## src/rtl/core/ax25fc_pkg.sv

```systemverilog
// ----------------------------------------------------------------------------
// ax25fc_pkg
// Shared types, constants and helper functions of the AX.25 frame chunker:
// job and configuration structs, chunk codes, CRC and address encoding.
// ----------------------------------------------------------------------------
package ax25fc_pkg;

    // segment size default and job queue depth
    localparam int SEGMENT_BYTES_DEF = 16;
    localparam int QUEUE_DEPTH       = 2;
    localparam int JOB_IDX_W         = 8;

    // configuration register indexes
    localparam logic [2:0] REG_DEST_STATION = 3'd0;
    localparam logic [2:0] REG_SRC_STATION  = 3'd1;
    localparam logic [2:0] REG_CONTROL_PID  = 3'd2;
    localparam logic [2:0] REG_FLAG_PATTERN = 3'd3;
    localparam logic [2:0] REG_PREAMBLE_LEN = 3'd4;
    localparam logic [2:0] REG_TAIL_LEN     = 3'd5;
    localparam logic [2:0] REG_FLAG_PARAM   = 3'd6;

    // result kinds
    localparam logic [1:0] KIND_FIFO    = 2'd0;
    localparam logic [1:0] KIND_CLR_FLG = 2'd1;
    localparam logic [1:0] KIND_PA_ON   = 2'd2;
    localparam logic [1:0] KIND_PA_OFF  = 2'd3;

    // chunk bytes
    localparam logic [7:0] CHUNK_FLAG      = 8'h62;
    localparam logic [7:0] CHUNK_DATA      = 8'hE1;
    localparam logic [7:0] HDR_LEN_BYTE    = 8'd17;
    localparam logic [7:0] CRC_LEN_BYTE    = 8'h03;
    localparam logic [7:0] CRC_ARG_BYTE    = 8'h02;
    localparam logic [7:0] ZERO_BYTE       = 8'h00;
    localparam logic [7:0] FLAG_PARAM_BASE = 8'h08;
    localparam logic [7:0] SSID_BASE       = 8'h60;
    localparam logic [7:0] SPACE_CHAR      = 8'h20;
    localparam logic [7:0] CASE_OFFSET     = 8'h20;

    // crc constants
    localparam logic [15:0] CRC_POLY = 16'h8408;
    localparam logic [15:0] CRC_INIT = 16'hFFFF;

    // register reset values
    localparam logic [15:0] CONTROL_PID_RST  = 16'h03F0;
    localparam logic [7:0]  FLAG_PATTERN_RST = 8'h7E;
    localparam logic [7:0]  PREAMBLE_LEN_RST = 8'd16;
    localparam logic [7:0]  TAIL_LEN_RST     = 8'd3;
    localparam logic [1:0]  FLAG_PARAM_RST   = 2'd1;

    typedef struct packed {
        logic [51:0] dest_station;
        logic [51:0] src_station;
        logic [15:0] control_pid;
        logic [7:0]  flag_pattern;
        logic [7:0]  preamble_len;
        logic [7:0]  tail_len;
        logic [1:0]  flag_param;
    } cfg_t;

    // one classified message byte
    typedef struct packed {
        logic [7:0]           data;
        logic                 first;
        logic                 last;
        logic                 full;
        logic [JOB_IDX_W-1:0] wr_idx;
    } job_t;

    // reflected crc-ccitt over one byte, lsb first
    function automatic logic [15:0] crc_byte(input logic [15:0] crc_in,
                                             input logic [7:0]  din);
        logic [15:0] f;
        logic [7:0]  c;
        f = crc_in;
        c = din;
        for (int k = 0; k < 8; k++)
        begin
            if (f[0] ^ c[0])
                f = (f >> 1) ^ CRC_POLY;
            else
                f = f >> 1;
            c = c >> 1;
        end
        return f;
    endfunction

    // callsign character: zero means space, lower case folded, shifted left
    function automatic logic [7:0] addr_char(input logic [7:0] ch);
        logic [7:0] c;
        c = ch;
        if (c == ZERO_BYTE)
            c = SPACE_CHAR;
        if (c inside {[8'h61:8'h7A]})
            c = c - CASE_OFFSET;
        return {c[6:0], 1'b0};
    endfunction

    function automatic logic [7:0] ssid_byte(input logic [3:0] ssid, input logic fin);
        return SSID_BASE | {3'b000, ssid, fin};
    endfunction

    // header byte by position: two address fields, control, pid
    function automatic logic [7:0] hdr_byte(input cfg_t cfg, input logic [3:0] idx);
        logic [7:0] b;
        case (idx)
            4'd0:    b = addr_char(cfg.dest_station[51:44]);
            4'd1:    b = addr_char(cfg.dest_station[43:36]);
            4'd2:    b = addr_char(cfg.dest_station[35:28]);
            4'd3:    b = addr_char(cfg.dest_station[27:20]);
            4'd4:    b = addr_char(cfg.dest_station[19:12]);
            4'd5:    b = addr_char(cfg.dest_station[11:4]);
            4'd6:    b = ssid_byte(cfg.dest_station[3:0], 1'b0);
            4'd7:    b = addr_char(cfg.src_station[51:44]);
            4'd8:    b = addr_char(cfg.src_station[43:36]);
            4'd9:    b = addr_char(cfg.src_station[35:28]);
            4'd10:   b = addr_char(cfg.src_station[27:20]);
            4'd11:   b = addr_char(cfg.src_station[19:12]);
            4'd12:   b = addr_char(cfg.src_station[11:4]);
            4'd13:   b = ssid_byte(cfg.src_station[3:0], 1'b1);
            4'd14:   b = cfg.control_pid[15:8];
            default: b = cfg.control_pid[7:0];
        endcase
        return b;
    endfunction

    // flag count byte: count minus one, zero taken as one
    function automatic logic [7:0] flag_count(input logic [7:0] len);
        return (len == ZERO_BYTE) ? ZERO_BYTE : len - 8'd1;
    endfunction

    function automatic logic [7:0] flag_param_byte(input logic [1:0] fp);
        return FLAG_PARAM_BASE | {2'b00, fp, 4'b0000};
    endfunction

endpackage

```

## src/rtl/core/ax25fc_front.sv

```systemverilog
// ----------------------------------------------------------------------------
// ax25fc_front
// Input side: accepts message bytes, tracks frame and segment fill, and
// classifies each byte into a job for the sequencer.
// ----------------------------------------------------------------------------
module ax25fc_front
    import ax25fc_pkg::*;
#(
    parameter int SEGMENT_BYTES = SEGMENT_BYTES_DEF
)
(
    input  logic       clk,
    input  logic       rst_n,
    input  logic       in_valid,
    output logic       in_ready,
    input  logic [7:0] data_byte,
    input  logic       last_byte,
    output logic       push_valid,
    input  logic       push_ready,
    output job_t       push_job
);

    localparam int FILL_W = (SEGMENT_BYTES > 1) ? $clog2(SEGMENT_BYTES) : 1;

    logic              in_frame_reg, in_frame_next;
    logic [FILL_W-1:0] fill_reg, fill_next;
    logic              beat;

    assign in_ready   = push_ready;
    assign push_valid = in_valid;
    assign beat       = in_valid && push_ready;

    // classify the byte
    always_comb
    begin
        push_job.data   = data_byte;
        push_job.first  = !in_frame_reg;
        push_job.last   = last_byte;
        push_job.wr_idx = JOB_IDX_W'(fill_reg);
        push_job.full   = (push_job.wr_idx == JOB_IDX_W'(SEGMENT_BYTES - 1));
    end

    // frame and fill tracking
    always_comb
    begin
        in_frame_next = in_frame_reg;
        fill_next     = fill_reg;
        if (beat)
        begin
            in_frame_next = !last_byte;
            if (push_job.full || last_byte)
                fill_next = '0;
            else
                fill_next = fill_reg + 1'b1;
        end
    end

    always_ff @(posedge clk or negedge rst_n)
    begin
        if (!rst_n)
        begin
            in_frame_reg <= 1'b0;
            fill_reg     <= '0;
        end
        else
        begin
            in_frame_reg <= in_frame_next;
            fill_reg     <= fill_next;
        end
    end

    a_idle_fill_zero: assert property (@(posedge clk) disable iff (!rst_n)
        !in_frame_reg |-> fill_reg == '0)
        else $error("fill count not cleared between frames");

endmodule

```

## src/rtl/core/ax25fc_queue.sv

```systemverilog
// ----------------------------------------------------------------------------
// ax25fc_queue
// Short job queue between the classifier and the sequencer.
// ----------------------------------------------------------------------------
module ax25fc_queue
    import ax25fc_pkg::*;
(
    input  logic clk,
    input  logic rst_n,
    input  logic push_valid,
    output logic push_ready,
    input  job_t push_job,
    output logic pop_valid,
    input  logic pop_ready,
    output job_t pop_job
);

    localparam int PTR_W = (QUEUE_DEPTH > 1) ? $clog2(QUEUE_DEPTH) : 1;
    localparam int CNT_W = $clog2(QUEUE_DEPTH + 1);

    job_t             q_mem [QUEUE_DEPTH];
    logic [PTR_W-1:0] wr_ptr_reg, wr_ptr_next;
    logic [PTR_W-1:0] rd_ptr_reg, rd_ptr_next;
    logic [CNT_W-1:0] count_reg, count_next;
    logic             do_push, do_pop;

    assign push_ready = (count_reg < CNT_W'(QUEUE_DEPTH));
    assign pop_valid  = (count_reg != '0);
    assign pop_job    = q_mem[rd_ptr_reg];
    assign do_push    = push_valid && push_ready;
    assign do_pop     = pop_valid && pop_ready;

    // pointer and count update
    always_comb
    begin
        wr_ptr_next = wr_ptr_reg;
        rd_ptr_next = rd_ptr_reg;
        count_next  = count_reg;
        if (do_push)
            wr_ptr_next = (wr_ptr_reg == PTR_W'(QUEUE_DEPTH - 1)) ? '0 : wr_ptr_reg + 1'b1;
        if (do_pop)
            rd_ptr_next = (rd_ptr_reg == PTR_W'(QUEUE_DEPTH - 1)) ? '0 : rd_ptr_reg + 1'b1;
        if (do_push && !do_pop)
            count_next = count_reg + 1'b1;
        else if (do_pop && !do_push)
            count_next = count_reg - 1'b1;
    end

    always_ff @(posedge clk or negedge rst_n)
    begin
        if (!rst_n)
        begin
            wr_ptr_reg <= '0;
            rd_ptr_reg <= '0;
            count_reg  <= '0;
        end
        else
        begin
            wr_ptr_reg <= wr_ptr_next;
            rd_ptr_reg <= rd_ptr_next;
            count_reg  <= count_next;
        end
    end

    // job storage
    always_ff @(posedge clk)
    begin
        if (do_push)
            q_mem[wr_ptr_reg] <= push_job;
    end

    a_count_bound: assert property (@(posedge clk) disable iff (!rst_n)
        count_reg <= CNT_W'(QUEUE_DEPTH))
        else $error("job queue overflow");

endmodule

```

## src/rtl/core/ax25fc_back.sv

```systemverilog
// ----------------------------------------------------------------------------
// ax25fc_back
// Sequencer: runs one job at a time, emits the command, preamble, header,
// segment, crc and tail chunks, keeps the crc and the segment buffer,
// drives the result register.
// ----------------------------------------------------------------------------
module ax25fc_back
    import ax25fc_pkg::*;
#(
    parameter int SEGMENT_BYTES = SEGMENT_BYTES_DEF
)
(
    input  logic       clk,
    input  logic       rst_n,
    input  cfg_t       cfg,
    input  logic       job_valid,
    output logic       job_ready,
    input  job_t       job,
    output logic       out_valid,
    input  logic       out_ready,
    output logic [1:0] out_kind,
    output logic [7:0] out_byte,
    output logic       commit_after,
    output logic       last_of_run
);

    localparam int IDX_W = (SEGMENT_BYTES > 1) ? $clog2(SEGMENT_BYTES) : 1;

    // sequencer states
    localparam logic [2:0] ST_IDLE     = 3'd0;
    localparam logic [2:0] ST_PRE      = 3'd1;
    localparam logic [2:0] ST_HDR      = 3'd2;
    localparam logic [2:0] ST_DATA     = 3'd3;
    localparam logic [2:0] ST_SEG_HDR  = 3'd4;
    localparam logic [2:0] ST_SEG_BYTE = 3'd5;
    localparam logic [2:0] ST_TAIL     = 3'd6;

    // last step of each counted state
    localparam logic [3:0] PRE_LAST     = 4'd8;
    localparam logic [3:0] HDR_LAST     = 4'd15;
    localparam logic [3:0] SEG_HDR_LAST = 4'd2;
    localparam logic [3:0] TAIL_LAST    = 4'd9;

    logic [2:0]           state_reg, state_next;
    logic [3:0]           cnt_reg, cnt_next;
    logic [JOB_IDX_W-1:0] seg_idx_reg, seg_idx_next;
    logic [15:0]          crc_reg, crc_next;
    job_t                 job_reg, job_next;

    logic [7:0]           seg_mem [SEGMENT_BYTES];
    logic [7:0]           rd_data_reg;
    logic                 mem_we;

    logic                 out_valid_reg;
    logic [1:0]           out_kind_reg;
    logic [7:0]           out_byte_reg;
    logic                 commit_after_reg;
    logic                 last_of_run_reg;

    logic                 adv;
    logic                 item_emit;
    logic [1:0]           item_kind;
    logic [7:0]           item_byte;
    logic                 item_commit;
    logic                 item_last;
    logic                 seg_final;
    logic [15:0]          fcs;
    logic [7:0]           crc_din;
    logic [15:0]          crc_upd;

    assign adv       = !out_valid_reg || out_ready;
    assign job_ready = (state_reg == ST_IDLE);
    assign seg_final = (seg_idx_reg == job_reg.wr_idx);
    assign fcs       = ~crc_reg;
    assign crc_din   = (state_reg == ST_HDR) ? item_byte : job_reg.data;
    assign crc_upd   = crc_byte(crc_reg, crc_din);

    // item generation and sequencing
    always_comb
    begin
        state_next   = state_reg;
        cnt_next     = cnt_reg;
        seg_idx_next = seg_idx_reg;
        crc_next     = crc_reg;
        job_next     = job_reg;
        mem_we       = 1'b0;
        item_emit    = 1'b0;
        item_kind    = KIND_FIFO;
        item_byte    = ZERO_BYTE;
        item_commit  = 1'b0;
        item_last    = 1'b0;
        case (state_reg)
            ST_IDLE:
            begin
                if (job_valid)
                begin
                    job_next = job;
                    if (job.first)
                    begin
                        state_next = ST_PRE;
                        cnt_next   = '0;
                        crc_next   = CRC_INIT;
                    end
                    else
                    begin
                        state_next = ST_DATA;
                    end
                end
            end
            ST_PRE:
            begin
                item_emit = 1'b1;
                case (cnt_reg)
                    4'd0:    item_kind = KIND_CLR_FLG;
                    4'd1:    item_kind = KIND_PA_ON;
                    4'd2:    item_byte = CHUNK_FLAG;
                    4'd3:    item_byte = flag_param_byte(cfg.flag_param);
                    4'd4:    item_byte = flag_count(cfg.preamble_len);
                    4'd5:
                    begin
                        item_byte   = cfg.flag_pattern;
                        item_commit = 1'b1;
                    end
                    4'd6:    item_byte = CHUNK_DATA;
                    4'd7:    item_byte = HDR_LEN_BYTE;
                    default: item_byte = ZERO_BYTE;
                endcase
                if (adv)
                begin
                    if (cnt_reg == PRE_LAST)
                    begin
                        state_next = ST_HDR;
                        cnt_next   = '0;
                    end
                    else
                    begin
                        cnt_next = cnt_reg + 1'b1;
                    end
                end
            end
            ST_HDR:
            begin
                item_emit   = 1'b1;
                item_byte   = hdr_byte(cfg, cnt_reg);
                item_commit = (cnt_reg == HDR_LAST);
                item_last   = (cnt_reg == HDR_LAST) && !job_reg.full && !job_reg.last;
                if (adv)
                begin
                    crc_next = crc_upd;
                    if (cnt_reg == HDR_LAST)
                        state_next = ST_DATA;
                    else
                        cnt_next = cnt_reg + 1'b1;
                end
            end
            ST_DATA:
            begin
                mem_we   = 1'b1;
                crc_next = crc_upd;
                if (job_reg.full || job_reg.last)
                begin
                    state_next   = ST_SEG_HDR;
                    cnt_next     = '0;
                    seg_idx_next = '0;
                end
                else
                begin
                    state_next = ST_IDLE;
                end
            end
            ST_SEG_HDR:
            begin
                item_emit = 1'b1;
                case (cnt_reg)
                    4'd0:    item_byte = CHUNK_DATA;
                    4'd1:    item_byte = 8'(job_reg.wr_idx + 8'd2);
                    default: item_byte = ZERO_BYTE;
                endcase
                if (adv)
                begin
                    if (cnt_reg == SEG_HDR_LAST)
                        state_next = ST_SEG_BYTE;
                    else
                        cnt_next = cnt_reg + 1'b1;
                end
            end
            ST_SEG_BYTE:
            begin
                item_emit   = 1'b1;
                item_byte   = rd_data_reg;
                item_commit = seg_final;
                item_last   = seg_final && !job_reg.last;
                if (adv)
                begin
                    if (seg_final)
                    begin
                        state_next = job_reg.last ? ST_TAIL : ST_IDLE;
                        cnt_next   = '0;
                    end
                    else
                    begin
                        seg_idx_next = seg_idx_reg + 1'b1;
                    end
                end
            end
            ST_TAIL:
            begin
                item_emit = 1'b1;
                case (cnt_reg)
                    4'd0:    item_byte = CHUNK_DATA;
                    4'd1:    item_byte = CRC_LEN_BYTE;
                    4'd2:    item_byte = CRC_ARG_BYTE;
                    4'd3:    item_byte = fcs[7:0];
                    4'd4:
                    begin
                        item_byte   = fcs[15:8];
                        item_commit = 1'b1;
                    end
                    4'd5:    item_byte = CHUNK_FLAG;
                    4'd6:    item_byte = flag_param_byte(cfg.flag_param);
                    4'd7:    item_byte = flag_count(cfg.tail_len);
                    4'd8:
                    begin
                        item_byte   = cfg.flag_pattern;
                        item_commit = 1'b1;
                    end
                    default:
                    begin
                        item_kind = KIND_PA_OFF;
                        item_last = 1'b1;
                    end
                endcase
                if (adv)
                begin
                    if (cnt_reg == TAIL_LAST)
                        state_next = ST_IDLE;
                    else
                        cnt_next = cnt_reg + 1'b1;
                end
            end
            default:
            begin
                state_next = ST_IDLE;
            end
        endcase
    end

    // sequencer registers
    always_ff @(posedge clk or negedge rst_n)
    begin
        if (!rst_n)
        begin
            state_reg   <= ST_IDLE;
            cnt_reg     <= '0;
            seg_idx_reg <= '0;
            crc_reg     <= CRC_INIT;
        end
        else
        begin
            state_reg   <= state_next;
            cnt_reg     <= cnt_next;
            seg_idx_reg <= seg_idx_next;
            crc_reg     <= crc_next;
        end
    end

    always_ff @(posedge clk)
    begin
        job_reg <= job_next;
    end

    // segment buffer, registered read one step ahead
    always_ff @(posedge clk)
    begin
        if (mem_we)
            seg_mem[job_reg.wr_idx[IDX_W-1:0]] <= job_reg.data;
        rd_data_reg <= seg_mem[seg_idx_next[IDX_W-1:0]];
    end

    // result register
    always_ff @(posedge clk or negedge rst_n)
    begin
        if (!rst_n)
            out_valid_reg <= 1'b0;
        else if (item_emit && adv)
            out_valid_reg <= 1'b1;
        else if (out_ready)
            out_valid_reg <= 1'b0;
    end

    always_ff @(posedge clk)
    begin
        if (item_emit && adv)
        begin
            out_kind_reg     <= item_kind;
            out_byte_reg     <= item_byte;
            commit_after_reg <= item_commit;
            last_of_run_reg  <= item_last;
        end
    end

    assign out_valid    = out_valid_reg;
    assign out_kind     = out_kind_reg;
    assign out_byte     = out_byte_reg;
    assign commit_after = commit_after_reg;
    assign last_of_run  = last_of_run_reg;

    a_first_starts_preamble: assert property (@(posedge clk) disable iff (!rst_n)
        (state_reg == ST_IDLE) && job_valid && job.first |=> state_reg == ST_PRE)
        else $error("first byte did not start the preamble");

    a_seg_idx_bound: assert property (@(posedge clk) disable iff (!rst_n)
        (state_reg == ST_SEG_BYTE) |-> seg_idx_reg <= job_reg.wr_idx)
        else $error("segment read index past fill");

    a_cmd_clean: assert property (@(posedge clk) disable iff (!rst_n)
        out_valid_reg && (out_kind_reg != KIND_FIFO)
            |-> (out_byte_reg == ZERO_BYTE) && !commit_after_reg)
        else $error("command item carries a byte or commit");

endmodule

```

## src/rtl/core/ax25_frame_chunker.sv

```systemverilog
// ----------------------------------------------------------------------------
// ax25_frame_chunker
// Builds the radio transmit FIFO stream of one AX.25 UI frame from message
// bytes: commands, preamble, header, data segments, fcs and tail.
// ----------------------------------------------------------------------------
// Usage:
//   Input channel (in_valid/in_ready): one message byte per beat, last_byte
//   set on the final byte of the message. Output channel (out_valid/
//   out_ready): one FIFO byte or radio command per beat.
//   Configuration: cfg_write/cfg_index/cfg_data, written while idle.
//   A classifier takes bytes into a two-entry job queue; a sequencer works
//   off one job at a time and owns the crc and the segment buffer.
//   Throughput: a plain message byte emits no item; emitted items leave at
//   one per cycle while out_ready is high. The first byte of a frame passes
//   the job queue, sequencer and result register, and yields 25 items of
//   commands, preamble and header. A byte that closes a segment adds 3 items
//   plus one per byte of the segment, read one per cycle from the segment
//   buffer while out_ready is high; the last byte adds the fcs chunk, tail
//   flag chunk and PA off, and marks its final item with last_of_run. A
//   stalled receiver holds the result register and the emitting sequencer
//   states; the input side keeps taking bytes until the job queue fills.
//   Reset: leaves the block idle between frames with default registers.
// ----------------------------------------------------------------------------
module ax25_frame_chunker
    import ax25fc_pkg::*;
#(
    parameter int SEGMENT_BYTES = SEGMENT_BYTES_DEF
)
(
    input  logic        clk,
    input  logic        rst_n,
    input  logic        cfg_write,
    input  logic [2:0]  cfg_index,
    input  logic [51:0] cfg_data,
    input  logic        in_valid,
    output logic        in_ready,
    input  logic [7:0]  data_byte,
    input  logic        last_byte,
    output logic        out_valid,
    input  logic        out_ready,
    output logic [1:0]  out_kind,
    output logic [7:0]  out_byte,
    output logic        commit_after,
    output logic        last_of_run
);

    cfg_t cfg_reg, cfg_next;
    logic push_valid, push_ready;
    job_t push_job;
    logic pop_valid, pop_ready;
    job_t pop_job;

    // configuration registers
    always_comb
    begin
        cfg_next = cfg_reg;
        if (cfg_write)
        begin
            case (cfg_index)
                REG_DEST_STATION: cfg_next.dest_station = cfg_data;
                REG_SRC_STATION:  cfg_next.src_station  = cfg_data;
                REG_CONTROL_PID:  cfg_next.control_pid  = cfg_data[15:0];
                REG_FLAG_PATTERN: cfg_next.flag_pattern = cfg_data[7:0];
                REG_PREAMBLE_LEN: cfg_next.preamble_len = cfg_data[7:0];
                REG_TAIL_LEN:     cfg_next.tail_len     = cfg_data[7:0];
                REG_FLAG_PARAM:   cfg_next.flag_param   = cfg_data[1:0];
                default:          cfg_next = cfg_reg;
            endcase
        end
    end

    always_ff @(posedge clk or negedge rst_n)
    begin
        if (!rst_n)
        begin
            cfg_reg.dest_station <= '0;
            cfg_reg.src_station  <= '0;
            cfg_reg.control_pid  <= CONTROL_PID_RST;
            cfg_reg.flag_pattern <= FLAG_PATTERN_RST;
            cfg_reg.preamble_len <= PREAMBLE_LEN_RST;
            cfg_reg.tail_len     <= TAIL_LEN_RST;
            cfg_reg.flag_param   <= FLAG_PARAM_RST;
        end
        else
        begin
            cfg_reg <= cfg_next;
        end
    end

    // classifier
    ax25fc_front #(
        .SEGMENT_BYTES (SEGMENT_BYTES)
    ) u_front (
        .clk        (clk),
        .rst_n      (rst_n),
        .in_valid   (in_valid),
        .in_ready   (in_ready),
        .data_byte  (data_byte),
        .last_byte  (last_byte),
        .push_valid (push_valid),
        .push_ready (push_ready),
        .push_job   (push_job)
    );

    // job queue
    ax25fc_queue u_queue (
        .clk        (clk),
        .rst_n      (rst_n),
        .push_valid (push_valid),
        .push_ready (push_ready),
        .push_job   (push_job),
        .pop_valid  (pop_valid),
        .pop_ready  (pop_ready),
        .pop_job    (pop_job)
    );

    // sequencer
    ax25fc_back #(
        .SEGMENT_BYTES (SEGMENT_BYTES)
    ) u_back (
        .clk          (clk),
        .rst_n        (rst_n),
        .cfg          (cfg_reg),
        .job_valid    (pop_valid),
        .job_ready    (pop_ready),
        .job          (pop_job),
        .out_valid    (out_valid),
        .out_ready    (out_ready),
        .out_kind     (out_kind),
        .out_byte     (out_byte),
        .commit_after (commit_after),
        .last_of_run  (last_of_run)
    );

endmodule

```

## config.mk

```make
export PLATFORM = sky130hd
export DESIGN_NAME = ax25_frame_chunker
export DESIGN_NICKNAME = d
export VERILOG_FILES = /design/src/rtl/core/ax25fc_pkg.sv /design/src/rtl/core/ax25fc_front.sv /design/src/rtl/core/ax25fc_queue.sv /design/src/rtl/core/ax25fc_back.sv /design/src/rtl/core/ax25_frame_chunker.sv
export SDC_FILE = /design/constraint.sdc
export NUM_CORES = 1
export LEC_CHECK = 0
export BUFFER_PORTS_ARGS = -buffer_cell sky130_fd_sc_hd__buf_2
export CAP_MARGIN = 20
export CORE_MARGIN = 10
export CORE_UTILIZATION = 45
export CTS_CLUSTER_SIZE = 30
export DETAILED_ROUTE_END_ITERATION = 12
export GPL_TIMING_DRIVEN = 1
export SETUP_SLACK_MARGIN = 0.15
export SYNTH_ARGS = -nofsm -noshare
export SYNTH_HDL_FRONTEND = slang
export SYNTH_SLANG_ARGS = --single-unit
```

## constraint.sdc

```tcl
create_clock -name clk -period 3.2 [get_ports clk]
set_input_delay 0.32 -clock clk [delete_from_list [all_inputs] [get_ports clk]]
set_output_delay 0.32 -clock clk [all_outputs]
set_load 0.01 [all_outputs]
```

### After elaboration in Yosys (flattened, before gate mapping)

Memories as Yosys holds them, arrays and structs flattened. A register that Yosys moved wholly into a read port is not among the register bits.
Cells that the tools add are included.

* $lt $le $gt $ge: 25
* mux-type cells: 122
* add/sub/neg operators: 22
* eq/ne operators: 46
* bitwise gates (word level): 17
* reduce and logical (&&, ||, !) cells: 68

Operator list (count)
* 8-bit 2-to-1 mux: 42
* 16-bit 2-to-1 mux: 11
* 8-bit case mux with 15 select lines: 1
* 8-bit logical NOT: 14
* 8-bit by 7-bit >= comparator with 1-bit output (second input constant): 12
* 8-bit by 7-bit <= comparator with 1-bit output (second input constant): 12
* 7-bit 2-to-1 mux: 12
* 7-bit by 6-bit subtractor with 7-bit output (second input constant): 12
* 8-bit case mux with 9 select lines: 1
* 4-bit 2-to-1 mux: 14
* 16-bit case mux with 3 select lines: 1
* 8-bit case mux with 6 select lines: 1
* 8-bit case mux with 5 select lines: 1
* 3-bit 2-to-1 mux: 13
* 4-bit equality test (second input constant): 9
* 8-bit case mux with 2 select lines: 2
* 4-bit case mux with 7 select lines: 1
* 2-bit by 1-bit inequality test with 1-bit output (second input constant): 12
* 2-bit inverter with 3-bit output: 8
* 3-bit case mux with 7 select lines: 1
* 1-bit logical AND: 20
* 3-bit equality test (second input constant): 6
* 4-bit by 3-bit equality test with 1-bit output (second input constant): 4
* 16-bit inverter: 1
* other kinds (34): 89

* memories: 2
* RAM bits: 158
* input port bits: 69
* word-level logic and storage cells: 328
* flip-flop bits (word level): 217
* output and inout port bits: 14

Memories
* u_back.seg_mem: depth 16, width 8, rd ports 1, clocked after Yosys merged registers in 1, wr ports 1, RTL line ax25fc_back.sv:50 `logic [7:0] seg_mem [SEGMENT_BYTES];`
* u_queue.q_mem: depth 2, width 15, rd ports 1, clocked after Yosys merged registers in 0, wr ports 1, RTL line ax25fc_queue.sv:21 `job_t q_mem [QUEUE_DEPTH];`

### Logic depth before layout (Yosys ltp)

Gate-level depths: netlist (run 1).

* word-level depth: 28
* gate-level depth with buffers: 13
* mapped depth without buffers: 10

### Hierarchy

A second synthesis (run 1) with hierarchy kept.

* cell total of the unflattened synthesis: 1516
* area total of the unflattened synthesis: 18734.2 um2

By module, submodules not included
* ax25fc_back: area an instance 11222.0 um2, seq. area each 5725.5 um2, instances 1, cells an instance 1084
* ax25_frame_chunker: area an instance 5562.8 um2, seq. area each 3673.5 um2, instances 1, cells an instance 314
* ax25fc_queue: area an instance 1581.5 um2, seq. area each 1241.2 um2, instances 1, cells an instance 76
* ax25fc_front: area an instance 367.9 um2, seq. area each 125.1 um2, instances 1, cells an instance 42

### Worst setup path after synthesis (run 1)

No wires, ideal clock.

* path type: register to register
* start point: register u_back.cnt_reg[0]
* end point: register u_back.crc_reg[9]
* clock period less this slack: 2732 ps
* required time: 3111 ps
* cell stages (with the launch flop): 13
* buffers on the path: 2
* data arrival time: 2643 ps
* library setup time: 89 ps
* setup slack: 468 ps
* cell sequence: dfrtp_1 -> inv_1 -> ha_1 -> buf_2 -> or3_1 -> buf_2 -> o31a_1 -> a221o_1 -> o31ai_1 -> and4bb_2 -> and3_1 -> mux2i_1 -> nor4b_2

* word-level cells in the longest chain between the ends: 15
* elaborated cells between the ends (all ways): 34
* those cells by class: eq/ne (14); mux (15); bitwise (4); reduce/logical (1)

Ends and longest elaborated chain
* start, declared: RTL line ax25fc_back.sv:45 `logic [3:0] cnt_reg, cnt_next;`
* start signal, assigned: RTL line ax25fc_back.sv:261 `cnt_reg <= cnt_next;`
* 4-bit equality test, or another cell as far along: RTL line ax25fc_pkg.sv:106 `case (idx)`
* 8-bit case mux with 15 select lines, or another cell as far along: RTL line ax25fc_pkg.sv:106
* 8-bit case mux with 5 select lines (*): RTL line ax25fc_back.sv:92 `case (state_reg)`
* 8-bit 2-to-1 mux (*): RTL line ax25fc_back.sv:75 `assign crc_din = (state_reg == ST_HDR) ? item_byte : job_reg.data;`
* 1-bit bitwise XOR: RTL line ax25fc_pkg.sv:79 `if (f[0] ^ c[0])`
* 16-bit 2-to-1 mux (5 in a row): RTL line ax25fc_pkg.sv:79
* 2-bit inverter with 3-bit output (no source line)
* 16-bit 2-to-1 mux (*) (2 in a row): RTL line ax25fc_pkg.sv:79
* 16-bit 2-to-1 mux: RTL line ax25fc_back.sv:147 `if (adv)`
* 16-bit case mux with 3 select lines (*): RTL line ax25fc_back.sv:92
* end signal, assigned: RTL line ax25fc_back.sv:263 `crc_reg <= crc_next;`
* end, declared: RTL line ax25fc_back.sv:47 `logic [15:0] crc_reg, crc_next;`

Mark *: on every way between the ends. The rest lies on a longest branch, timed or not. The select of a mux whose other input is x is not followed.
A chain may end at the register's enable or synchronous reset.

### Worst setup path in the final report (run 1)

Same ends and word-level chain as after synthesis.

==> impl.org, run 1 <==
** Status
- Outcome :: finished, final reports clean

** Setup path
- The worst setup path is of the reg -> reg kind.
- Largest incremental delay on the critical path :: between 0.4 and 0.5 ns
- Setup crit start kind :: register
- The setup check on the worst reg-to-reg path leaves a slack of between 0.2 and 0.25 ns.
- The worst setup path is captured at a register.
- Family with the most delay on the worst path :: compound AO/OA/AOI/OAI gates
- By instance count, the cell type seen most on the critical path is a311oi_1.
- Max Fanout on Critical Path :: 23
- STA puts the critical path data arrival time at 3.42 ns.
- Combined buffer and inverter count along the critical path :: 3
- Worst Path Required :: 3.66 ns
- Master of the slowest instance on the critical path :: dfrtp_2
- Critical path, cell by cell :: inv_1 > ha_2 > buf_12 > a22oi_1 > a311oi_1 > buf_4 > o211a_1 > a311oi_1 > and4bb_2 > and3_1 > mux2i_1 > nor4b_2

** Routing
- Wirelength, routed :: between 50 and 60 mm
- After detailed routing, the number of remaining DRC violations is 0.
- In the routed layout, each cell is associated on average with a via count of between 5 and 6.
- WL/cell :: roughly 23 um
- The first detailed-routing pass took 7 iterations.
- After the first detailed-routing iteration, the DRC count stood at ~980.
- Via total after detailed routing :: about 12000
- In this run the remaining antenna-violating nets after routing total 0.

** Timing
- Worst Tran Pin Value :: slightly below 0.8 ns
- The smallest clock period supported by the final layout is computed as around 3.0 ns.
- Upper clock frequency limit :: roughly 0.34 GHz
- Setup repair after global routing could not meet its margin everywhere.
- Setup TNS after final layout :: 0 ns
- The number of hold-slack violations in the final timing report was 0.
- The final number of max-transition violations came to 0.
- For the final database, setup skew stands at 0.0151 ns.
- Of the available clock period, the critical path in the final layout requires 0.923.
- Normalized max-slew margin :: 0.470
- Setup violations remaining at the end of the flow were counted as 0.
- Final worst hold slack :: roughly 0.021 ns

** Layout
- For this run, the post-layout net count is 1658.
- The finished layout holds roughly 2100 standard cells, fillers aside.
- Number of fillers in the final layout :: between 3000 and 4000
- Number of diodes :: 0
- Final standard cell utilization of the core :: 0.533
- Post-synthesis to final-layout area growth :: 17.4%
- Flip-flop count of the largest register after layout :: about 150
- In the final layout, the share of cells above drive strength 1 is 0.305.

** Synthesis
- Summing every instance area after synthesis gives between 0.015 and 0.02 mm^2.
- Among all flip-flop cells after synthesis, the most frequent one is edfxtp_1.
- Of the synthesized area, sequential elements account for 0.578.
- Mean cell area of the mapped netlist :: 12.8 um^2
- Fraction of registers with async set or reset after synthesis :: 0.493
- Yosys printed 0 warnings.
- Distinct cell type count after synthesis :: slightly below 90
- In this run, synthesis produced a sequential element count of 379.
- When the netlist entered floorplanning its net count stood at 1485.
- The synthesized design contains 184 enable-type register cells.
- Post-Syn Instances :: 1404

** Global route
- The number of global-route vias before repair came to between 10000 and 15000.
- Overflow left after global routing :: 0
- Number of antenna violations at the first check in global routing :: 0
- All-layer global routing usage :: 0.209
- Pin count of the biggest net entering global routing :: 88
- Wire length of the first global-routing pass :: a little under 80 mm

** Floorplanning
- The floorplan step defined a core boundary enclosing 0.0396 mm^2.
- Pin placement for this block handled between 80 and 90 I/O pins.
- The initial utilization of the core area, before any placement, comes to 0.454.
- In this run the core area contains 73 standard-cell rows.
- The floorplan step defined a die boundary enclosing 0.0484 mm^2.
- The die is between 200 and 250 um wide.
- The floorplan step set the die height to around 220 um.

** Clock network
- CTS built an H-tree with a depth of 2.
- Clock-pin slew on the worst setup and hold paths :: 0.06 ns
- Root buffer selected by CTS :: clkbuf_16
- CTS tree :: built
- Counting the buffers created by CTS gives 41.
- Maximum root-to-sink buffer count :: 3
- Clock tree synthesis found a total of 379 sinks.
- For the worst-skew pair, the clock arrives at the later sink with an insertion delay of approximately 0.55 ns.

** Flow run
- Number of violations of the max-capacitance limit :: 0

** Pwr
- Total power after layout :: 18600 uW
- Power per unit of standard cell area :: around 880 mW/mm^2
- IR analysis of the VDD net gives a maximum drop of ~0.4 mV.
- Leakage power :: roughly 0.0082 uW

** Hold path
- Hold crit path type :: in -> reg

** Placed design
- In this run the tool buffered the top-level ports with 82 buffer cells.
- Including well taps, the total number of placed cells is between 2000 and 2500.
- Post-detail-place hpwl :: 35.9 mm
- At the end of routability-driven placement, the weighted congestion stood at 0.897.
## metal layers
layer	vias to the layer above	track usage	part of all wire	wire length [um]
met5	-	0	0	0
met2	398	0.344	0.49	24500
li1	5709	-	-	-
met1	6237	0.276	0.43	21300
met3	90	0.0306	0.052	2630
met4	0	0.0758	0.035	1740
## cell type report
cell class / instances / area [um^2] / area share
sequential: 379 / 10400 / 0.492
tap: 525 / 657 / 0.0311
inverter: 29 / 109 / 0.00515
multi-input combinational: 922 / 7170 / 0.339
timing repair buffer: 204 / 1490 / 0.0704
clock inverter: 15 / 140 / 0.00663
clock buffer: 60 / 1170 / 0.0552
## worst reg2reg max path, cell delays in order (launching register included)
cell      delay [ns]
dfrtp_2         0.45
inv_1           0.14
ha_2            0.30
buf_12          0.20
a22oi_1         0.15
a311oi_1        0.42
buf_4           0.21
o211a_1         0.17
a311oi_1        0.04
and4bb_2        0.27
and3_1          0.18
mux2i_1         0.12
nor4b_2         0.20
## path summary, 6_finish.rpt
path                                                     to                              from  cells past startpoint
hold reg to reg            u_front.in_frame_reg$_DFFE_PN0P_  u_front.in_frame_reg$_DFFE_PN0P_                      1
setup / recovery              u_back.crc_reg[9]$_DFFE_PN1P_     u_back.cnt_reg[0]$_DFFE_PN0P_                     12
max in group asynchronous           cfg_reg[14]$_DFFE_PN1P_                             rst_n                      3
min in group asynchronous           cfg_reg[59]$_DFFE_PN0P_                             rst_n                      2
hold / removal                      cfg_reg[68]$_DFFE_PN0P_                      cfg_data[26]                      3
setup reg to reg              u_back.crc_reg[9]$_DFFE_PN1P_     u_back.cnt_reg[0]$_DFFE_PN0P_                     12
## stage by stage
step	cell area [um^2]	setup WS, ns
floorplan	18000	0.468
global placement	19500	0.260
detailed placement	19500	0.149
CTS	21000	0.156
global route	21100	0.0988
finish	21100	0.245
## synthesized netlist by cell type, types with 10 or more instances
master	number	area, um^2
nor3_1	26	130
dfstp_2	32	841
o22ai_1	14	87.6
xnor2_1	19	166
dfrtp_1	155	3880
nand2_1	89	334
nand3_1	21	105
ha_1	12	150
and3_1	10	62.6
nor2_1	66	248
inv_1	29	109
o211ai_1	18	135
mux2_2	166	1870
a31oi_1	17	106
nor2b_1	26	163
a211oi_1	21	158
mux2i_1	53	531
o21ai_0	65	325
nor4_1	11	68.8
xor2_1	20	175
clkbuf_1	34	128
buf_2	15	75.1
a21oi_1	59	295
edfxtp_1	184	5530
nand2b_1	10	62.6
a22o_1	13	114
buf_4	11	82.6
## cells by family after synthesis
family	count (synthesis)	synth area share
flops	379	0.578
simple gates	332	0.0979
compound gates	308	0.120
mux	227	0.143
buf+inv	103	0.0297
xor+xnor	43	0.0229
fa+ha+maj	12	0.00834
## report_power, final
| part | switching [uW] | internal, uW | leakage [uW] |
|---|---|---|---|
| combinational | 3700 | 3040 | 0.00359 |
| sequential | 1000 | 6280 | 0.00396 |
| clock | 1900 | 2700 | 0.000644 |
| total | 6600 | 12000 | 0.00818 |
## layout by cell type (no fill, tap or decap), types with 29 or more instances in the layout
cell and instances:
buf_2 81, inv_1 29, clkbuf_16 41, dfrtp_1 153
dfstp_2 32, nor2_1 66, edfxtp_1 184, mux2i_1 53
nand2_1 89, a21oi_1 59, buf_4 89, mux2_2 166
o21ai_0 65
## repair_timing
item,CTS,global route
gates cloned,0,0
endpoints found under the hold margin,100,0
hold buffers,25,0
setup buffers,0,3
setup endpoints to repair,3,21
pin swaps,0,4
gates resized for setup,1,15
(Power assumes the default switching activity.)
==> inputs of run 2 (changes only) <==
Settings changed: CELL_PAD_IN_SITES_DETAIL_PLACEMENT set to 0, CELL_PAD_IN_SITES_GLOBAL_PLACEMENT set to 1, PLACE_DENSITY_LB_ADDON set to 0.1.
==> run 2 against run 1 <==
Fmax rose by 0.59%. Critical endpoint is now u_back.rd_data_reg[7]$_DFF_P_. Critical path type unchanged. Register-to-register slack improved by 0.02 ns. Largest cell class unchanged. Critical path depth fell by 3. Largest power group unchanged. Via count rose by 0.62%. Final cell count rose by 0.94%. Highest routed layer unchanged.
==> impl.org, run 2 (synthesized netlist as in run 1, its figures left out) <==
** Clock network
- The buffer levels on the longest clock path was 3 (unchanged).
- Worst skew pair latency :: 0.57 ns (was 0.55 ns)
- CTS tree :: built (unchanged)
- Clk sink count :: 379 (unchanged)
- Clock buffers created by TritonCTS :: 41 (unchanged)
- The H-tree depth came to 2 (unchanged).
- The buffer type at the clock tree root is clkbuf_16 (unchanged).
- The clock transition at the registers of the reported paths came to 0.06 ns (about the same).

** Placed design
- The total cell area at the placement stage was 0.0195 mm^2 (about the same).
- The number of I/O port buffers came to 82 (unchanged).
- The placed wire-length estimate after detailed placement is 37.2 mm (was 35.9 mm).
- The post-placement setup slack is 0.126 ns (was 0.149 ns).
- Final weighted congestion in routability-driven placement :: 0.910 (was 0.897)

** Global route
- Wire length of the first global-routing pass :: 78.7 mm (was 77.3 mm)
- Number of antenna violations at the first check in global routing :: 0 (unchanged)
- Pin count of the biggest net entering global routing :: 81 (was 88)
- Overflow left after global routing :: 0 (unchanged)
- All-layer global routing usage :: 0.214 (was 0.209)
- The number of global-route vias before repair is 12631 (was 12577).

** Setup path
- Max Fanout on Critical Path :: 17 (was 23)
- The cell with the largest stage delay on the worst path was mux4_2 (was dfrtp_2).
- CP Launch Point :: u_back.seg_idx_reg[4]$_DFFE_PN0P_ (was u_back.cnt_reg[0]$_DFFE_PN0P_)
- Family with the most delay on the worst path :: compound AO/OA/AOI/OAI gates (unchanged)
- The path depth of the worst reg2reg path was 9 (was 12).
- Critical path, cell by cell :: nor4_2 > nand2_2 > o2111a_1 > a31oi_4 > buf_12 > mux2i_1 > mux4_2 > nor2b_1 > a31oi_1 (was inv_1 > ha_2 > buf_12 > a22oi_1 > a311oi_1 > buf_4 > o211a_1 > a311oi_1 > and4bb_2 > and3_1 > mux2i_1 > nor4b_2)
- The worst path buffer plus inverter count came to 1 (was 3).
- The endpoint required time on the critical path was 3.65 ns (was 3.66 ns).
- The kind of start point of the critical path is a register (unchanged).
- The critical path endpoint category is a register (unchanged).
- The worst flop-to-flop path endpoint is u_back.rd_data_reg[7]$_DFF_P_ (was u_back.crc_reg[9]$_DFFE_PN1P_).
- Launch point of the worst reg-to-reg path :: u_back.seg_idx_reg[4]$_DFFE_PN0P_ (was u_back.cnt_reg[0]$_DFFE_PN0P_)
- The endpoint arrival time on the critical path was 3.38 ns (was 3.42 ns).
- Largest incremental delay on the critical path :: 0.53 ns (was 0.45 ns)
- The register-to-register setup slack came to 0.26 ns (was 0.25 ns).
- Number of cells on the critical path :: 9 (was 12)
- The critical path class is reg -> reg (unchanged).
- Worst setup path endpoint :: u_back.rd_data_reg[7]$_DFF_P_ (was u_back.crc_reg[9]$_DFFE_PN1P_)

** Layout
- Proportion of layout cells with a drive suffix above 1 :: 0.307 (was 0.305)
- The post-synthesis to final-layout area growth was 18.5% (was 17.4%).
- The summed area of non-filler cells in the final layout was 0.0213 mm^2 (was 0.0211 mm^2).
- The commonest non-fill, non-tap cell in the layout is edfxtp_1 (unchanged).
- Number of nets at the end of the flow :: 1678 (was 1658)
- Flip-flop count of the largest register after layout :: 146 (unchanged)
- Commonest cells after routing, fill and taps aside :: edfxtp_1 (184), mux2_2 (166), dfrtp_1 (155), buf_4 (96), nand2_1 (88) (was edfxtp_1 (184), mux2_2 (166), dfrtp_1 (153), nand2_1 (89), buf_4 (89))

** Status
- Outcome :: finished, final reports clean (unchanged)

** Floorplanning
- The number of rows in the core area was 73 (unchanged).
- Starting density of the core :: 0.454 (unchanged)
- Width of the die :: 220 um (unchanged)
- The vertical extent of the die came to 220 um (unchanged).
- The number of top-level pins is 83 (unchanged).
- The core area is 0.0396 mm^2 (unchanged).
- The area of the die is 0.0484 mm^2 (unchanged).

** Timing
- Setup TNS after final layout :: 0 ns (unchanged)
- The worst-margin pin slew is 0.924 ns (was 0.794 ns).
- The final-layout worst hold slack was 0.0211 ns (was 0.0206 ns).
- Max-slew violations :: 0 (unchanged)
- The relative slew slack is 0.383 (was 0.470).
- Min Clock Period, post-route :: 2.94 ns (was 2.95 ns)
- Final Hold Fails :: 0 (unchanged)
- The setup slack of the critical path after layout is 0.262 ns (was 0.245 ns).
- Finish-stage setup viols :: 0 (unchanged)
- The setup skew after layout was 0.0143 ns (was 0.0151 ns).
- The achievable clock frequency is 0.340 GHz (was 0.338 GHz).
- Setup repair after global routing missed its margin :: false (was true)
- The final worst-path cycle share was 0.918 (was 0.923).

** Routing
- WL/cell :: 23.9 um (was 23.5 um)
- Per-cell via count in the routed design :: 5.81 (was 5.83)
- The number of DRC violations after detailed routing was 0 (unchanged).
- Antenna violation net count after detailed routing :: 0 (unchanged)
- The total wire length after detailed routing came to 51.5 mm (was 50.1 mm).
- Initial DRC Count :: 963 (was 982)
- Drt pass-1 iters :: 7 (unchanged)
- Via total after detailed routing :: 12511 (was 12434)

** Hold path
- Hold crit path type :: in -> reg (unchanged)

** Pwr
- The leakage component of the power was 0.00827 uW (was 0.00818 uW).
- The worst voltage drop across the vdd grid was 0.515 mV (was 0.409 mV).
- Total power after layout :: 18700 uW (was 18600 uW)
- The total power per unit cell area was 875 mW/mm^2 (was 880 mW/mm^2).

** Flow run
- Number of violations of the max-capacitance limit :: 0 (unchanged)
## run 2: power by group
| group | switching, uW | internal (uW) |
|---|---|---|
| Clock | 1920 | 2650 |
| Sequential | 938 | 6270 |
| Combinational | 3850 | 3040 |
## run 2: through the flow
stage	std cells	util
global placement	2034	0.491
global route	2153	0.538
floorplan	1404	-
detailed placement	2034	0.491
CTS	2149	0.535
finish	2154	0.538
## run 2: repair_timing
item                       4_1_cts  5_1_grt
setup endpoints to repair        7       14
buffers inserted                 1        3
hold buffers                    40        0
pin swaps                        1        4
hold endpoints to repair       122        0
cloned                           0        1
gates resized for setup          5       19
## run 2: area by class of cell
| type | instances | area, um^2 |
|---|---|---|
| Tap cell | 525 | 657 |
| Multi-Input combinational cell | 922 | 7200 |
| Clock inverter | 18 | 161 |
| Sequential cell | 379 | 10400 |
| Inverter | 29 | 109 |
| Antenna cell | 1 | 2.50 |
| Clock buffer | 56 | 1130 |
| Fill cell | 3428 | 18300 |
| Timing Repair Buffer | 224 | 1670 |
## run 2: how the worst min path moves through the flow
stage / from / endpoint / slack, ns / depth (start not counted)
2_1_floorplan: rst_n / cfg_reg[100]$_DFFE_PN0P_ / 0.02 / 0
3_5_place_dp: rst_n / u_back.out_valid$_DFFE_PN0P_ / 0.37 / 1
5_1_grt: cfg_data[51] / cfg_reg[93]$_DFFE_PN0P_ / 0.01 / 2
3_3_place_gp: rst_n / u_back.out_valid$_DFFE_PN0P_ / 0.37 / 1
6_report: cfg_data[9] / cfg_reg[103]$_DFFE_PN0P_ / 0.02 / 2
4_1_cts: cfg_data[51] / cfg_reg[93]$_DFFE_PN0P_ / 0.001 / 2
## run 2: routing by layer
layer,vias up,part of all wire,global-route usage
met4,0,0.022,0.0667
met1,6359,0.48,0.311
met2,335,0.45,0.317
met5,-,0,0
met3,76,0.057,0.0417
li1,5741,-,-
==> inputs of run 3 (changes only) <==
Settings changed: MAX_ROUTING_LAYER set to met4.
==> run 3 against run 2 <==
Critical path depth is 2 higher. Final cell count is 0.23% higher. Fmax is 1.9% lower. Cell area is 0.50% higher. Largest power group unchanged.
==> impl.org, run 3 (synthesized netlist as in run 1, its figures left out) <==
** Placed design
- The placed wire-length estimate after detailed placement came to 37.3 mm (was 37.2 mm).
- The post-placement setup slack came to 0.0349 ns (was 0.126 ns).
- Buffers on Ports :: 82 (unchanged)
- Final weighted congestion in routability-driven placement :: 0.890 (was 0.910)
- The placed instance count came to 2030 (was 2034).

** Pwr
- Internal power consumption :: 12000 uW (about the same)
- Switching share of total power :: 0.362 (was 0.359)
- The fraction of power consumed by sequential logic was 0.385 (was 0.386).
- Leakage power :: 0.00832 uW (was 0.00827 uW)
- Combinational Power Share :: 0.364 (was 0.369)
- The share of total power in the clock network was 0.252 (was 0.245).
- The total power per unit cell area came to 876 mW/mm^2 (was 875 mW/mm^2).
- The worst voltage drop across the vdd grid came to 0.669 mV (was 0.515 mV).
- The net switching power came to 6790 uW (was 6710 uW).

** Routing
- The count of nets left with antenna violations after detail routing is 0 (unchanged).
- The via density per instance came to 5.82 (was 5.81).
- The routed length per instance was 23.9 um (about the same).
- Remaining routing DRC violations :: 0 (unchanged)
- Drt pass-1 iters :: 5 (was 7)
- Initial DRC Count :: 969 (was 963)
- The total wire length after detailed routing came to 51.6 mm (was 51.5 mm).
- The routed via count is 12575 (was 12511).

** Setup path
- Master of the slowest instance on the critical path :: or3_4 (was mux4_2)
- Family with the most delay on the worst path :: simple AND/OR/NAND/NOR gates (was compound AO/OA/AOI/OAI gates)
- Critical path, cell by cell: inv_1 > ha_1 > buf_4 > or3_4 > o31a_1 > a221o_1 > o31ai_1 > and4bb_2 > and3_1 > mux2i_1 > nor4b_2 (was nor4_2 > nand2_2 > o2111a_1 > a31oi_4 > buf_12 > mux2i_1 > mux4_2 > nor2b_1 > a31oi_1).
- The critical path endpoint category is a register (unchanged).
- Signal arrival time at the worst endpoint :: 3.47 ns (was 3.38 ns)
- The worst path buffer plus inverter count came to 2 (was 1).
- The delay of the slowest cell on the worst path was 0.45 ns (was 0.53 ns).
- Max Fanout on Critical Path :: 10 (was 17)
- The kind of start point of the critical path is a register (unchanged).
- The endpoint required time on the critical path is 3.68 ns (was 3.65 ns).
- CP Launch Point :: u_back.cnt_reg[0]$_DFFE_PN0P_ (was u_back.seg_idx_reg[4]$_DFFE_PN0P_)
- The critical path class is reg -> reg (unchanged).
- Launch point of the worst reg-to-reg path :: u_back.cnt_reg[0]$_DFFE_PN0P_ (was u_back.seg_idx_reg[4]$_DFFE_PN0P_)

** Global route
- The number of antenna violations at the first check in global routing was 1 (was 0).
- Wire length of the first global-routing pass :: 78.8 mm (was 78.7 mm)
- Number of global-route vias before repair :: 12556 (was 12631)
- Pin count of the biggest net entering global routing :: 90 (was 81)
- The total global routing overflow came to 0 (unchanged).
- The global router's overall resource usage came to 0.221 (was 0.214).

** Timing
- The number of hold-slack violations in the final timing report is 0 (unchanged).
- The final number of setup-violating endpoints came to 0 (unchanged).
- The worst-margin pin slew came to 0.953 ns (was 0.924 ns).
- Min Clock Period, post-route :: 3.00 ns (was 2.94 ns)
- The setup skew after layout came to 0.0108 ns (was 0.0143 ns).
- The achievable clock frequency came to 0.334 GHz (was 0.340 GHz).
- The final number of max-transition violations was 0 (unchanged).
- Normalized max-slew margin :: 0.364 (was 0.383)
- The final worst-path cycle share was 0.936 (was 0.918).
- Fin worst setup slack :: 0.204 ns (was 0.262 ns)
- Setup repair after global routing missed its margin: true (was false).
- Setup TNS after final layout :: 0 ns (unchanged)

** Hold path
- Min-Delay Startpoint :: cfg_data[13] (was cfg_data[9])
- The worst min-delay path class is in -> reg (unchanged).

** Clock network
- Clk sink count :: 379 (unchanged)
- Maximum root-to-sink buffer count :: 3 (unchanged)
- Clock buffers created by TritonCTS :: 42 (was 41)
- Clock-pin slew on the worst setup and hold paths :: 0.07 ns (was 0.06 ns)
- CTS tree :: built (unchanged)
- The buffer type at the clock tree root is clkbuf_16 (unchanged).
- The later-pin clock latency in the skew report came to 0.57 ns (about the same).
- The H-tree depth was 2 (unchanged).

** Layout
- The non-filler instance count after layout is 2159 (was 2154).
- Post-synthesis to final-layout area growth :: 19.1% (was 18.5%)
- Proportion of layout cells with a drive suffix above 1 :: 0.304 (was 0.307)
- Flip-flop count of the largest register after layout :: 146 (unchanged)
- Commonest cells after routing, fill and taps aside :: edfxtp_1 (184), mux2_2 (166), dfrtp_1 (153), nand2_1 (89), buf_4 (87) (was edfxtp_1 (184), mux2_2 (166), dfrtp_1 (155), buf_4 (96), nand2_1 (88))
- Commonest non-fill, non-tap cell in the layout :: edfxtp_1 (unchanged)
- The final layout net count was 1680 (was 1678).

** Floorplanning
- Die Footprint :: 0.0484 mm^2 (unchanged)
- The effective utilization at floorplan was 0.454 (unchanged).
- The core area came to 0.0396 mm^2 (unchanged).
- The vertical extent of the die is 220 um (unchanged).
- The number of top-level pins was 83 (unchanged).
- Number of standard-cell rows in the floorplan :: 73 (unchanged)
- Width of the die :: 220 um (unchanged)

** Flow run
- The max capacitance violation total came to 0 (unchanged).

** Status
- Outcome :: finished, final reports clean (unchanged)
==> run 3: path summary, 6_finish.rpt <==
path / depth (start not counted) / to / slack, ns
max: 11 / u_back.crc_reg[9]$_DFFE_PN1P_ / 0.20
min: 2 / cfg_reg[39]$_DFFE_PN0P_ / 0.02
max reg2reg: 11 / u_back.crc_reg[9]$_DFFE_PN1P_ / 0.20
min reg2reg: 1 / u_front.in_frame_reg$_DFFE_PN0P_ / 0.49
max in group asynchronous: 3 / cfg_reg[14]$_DFFE_PN1P_ / 1.93
min in group asynchronous: 2 / u_back.out_valid$_DFFE_PN0P_ / 0.40
==> run 3: layer usage <==
layer / wire, um / track usage / share of wire / vias to the layer above
li1: - / - / - / 5752
met1: 24800 / 0.320 / 0.48 / 6342
met2: 22500 / 0.311 / 0.44 / 391
met3: 2820 / 0.0344 / 0.055 / 90
met4: 1370 / 0.0698 / 0.027 / 0
met5: 0 / - / 0 / -
==> run 3: per-stage QoR <==
step                utilization  hold slack, ns  area, um^2  total power [uW]
floorplan                     -          0.0244       18000             11500
global placement          0.491           0.440       19500             13800
detailed placement        0.491           0.440       19500             13900
CTS                       0.539         0.00108       21400             18700
global route              0.541          0.0152       21400             19800
finish                    0.541          0.0174       21400             18800
==> run 3: cell type report <==
class | count | area [um^2]
antenna | 1 | 2.50
clock buffer | 57 | 1160
clock inverter | 21 | 208
fill | 3418 | 18200
inverter | 29 | 109
multi-input combinational | 922 | 7200
sequential | 379 | 10400
tap | 525 | 657
timing repair buffer | 225 | 1700
==> run 3: power groups by stage <==
stage / clock (uW) / sequential, uW / combinational, uW
2_1_floorplan: 0 / 6900 / 4630
3_3_place_gp: 0 / 7280 / 6560
3_5_place_dp: 0 / 7290 / 6600
4_1_cts: 4850 / 7210 / 6690
5_1_grt: 5040 / 7320 / 7400
6_report: 4730 / 7220 / 6830
==> run 3: timing repair <==
| item | in CTS | in global routing |
|---|---|---|
| setup buffers | 0 | 1 |
| endpoints found under the setup margin | 4 | 16 |
| hold endpoints to repair | 161 | 0 |
| resized for setup | 5 | 14 |
| pin swaps | 0 | 5 |
| hold buffers | 49 | 0 |
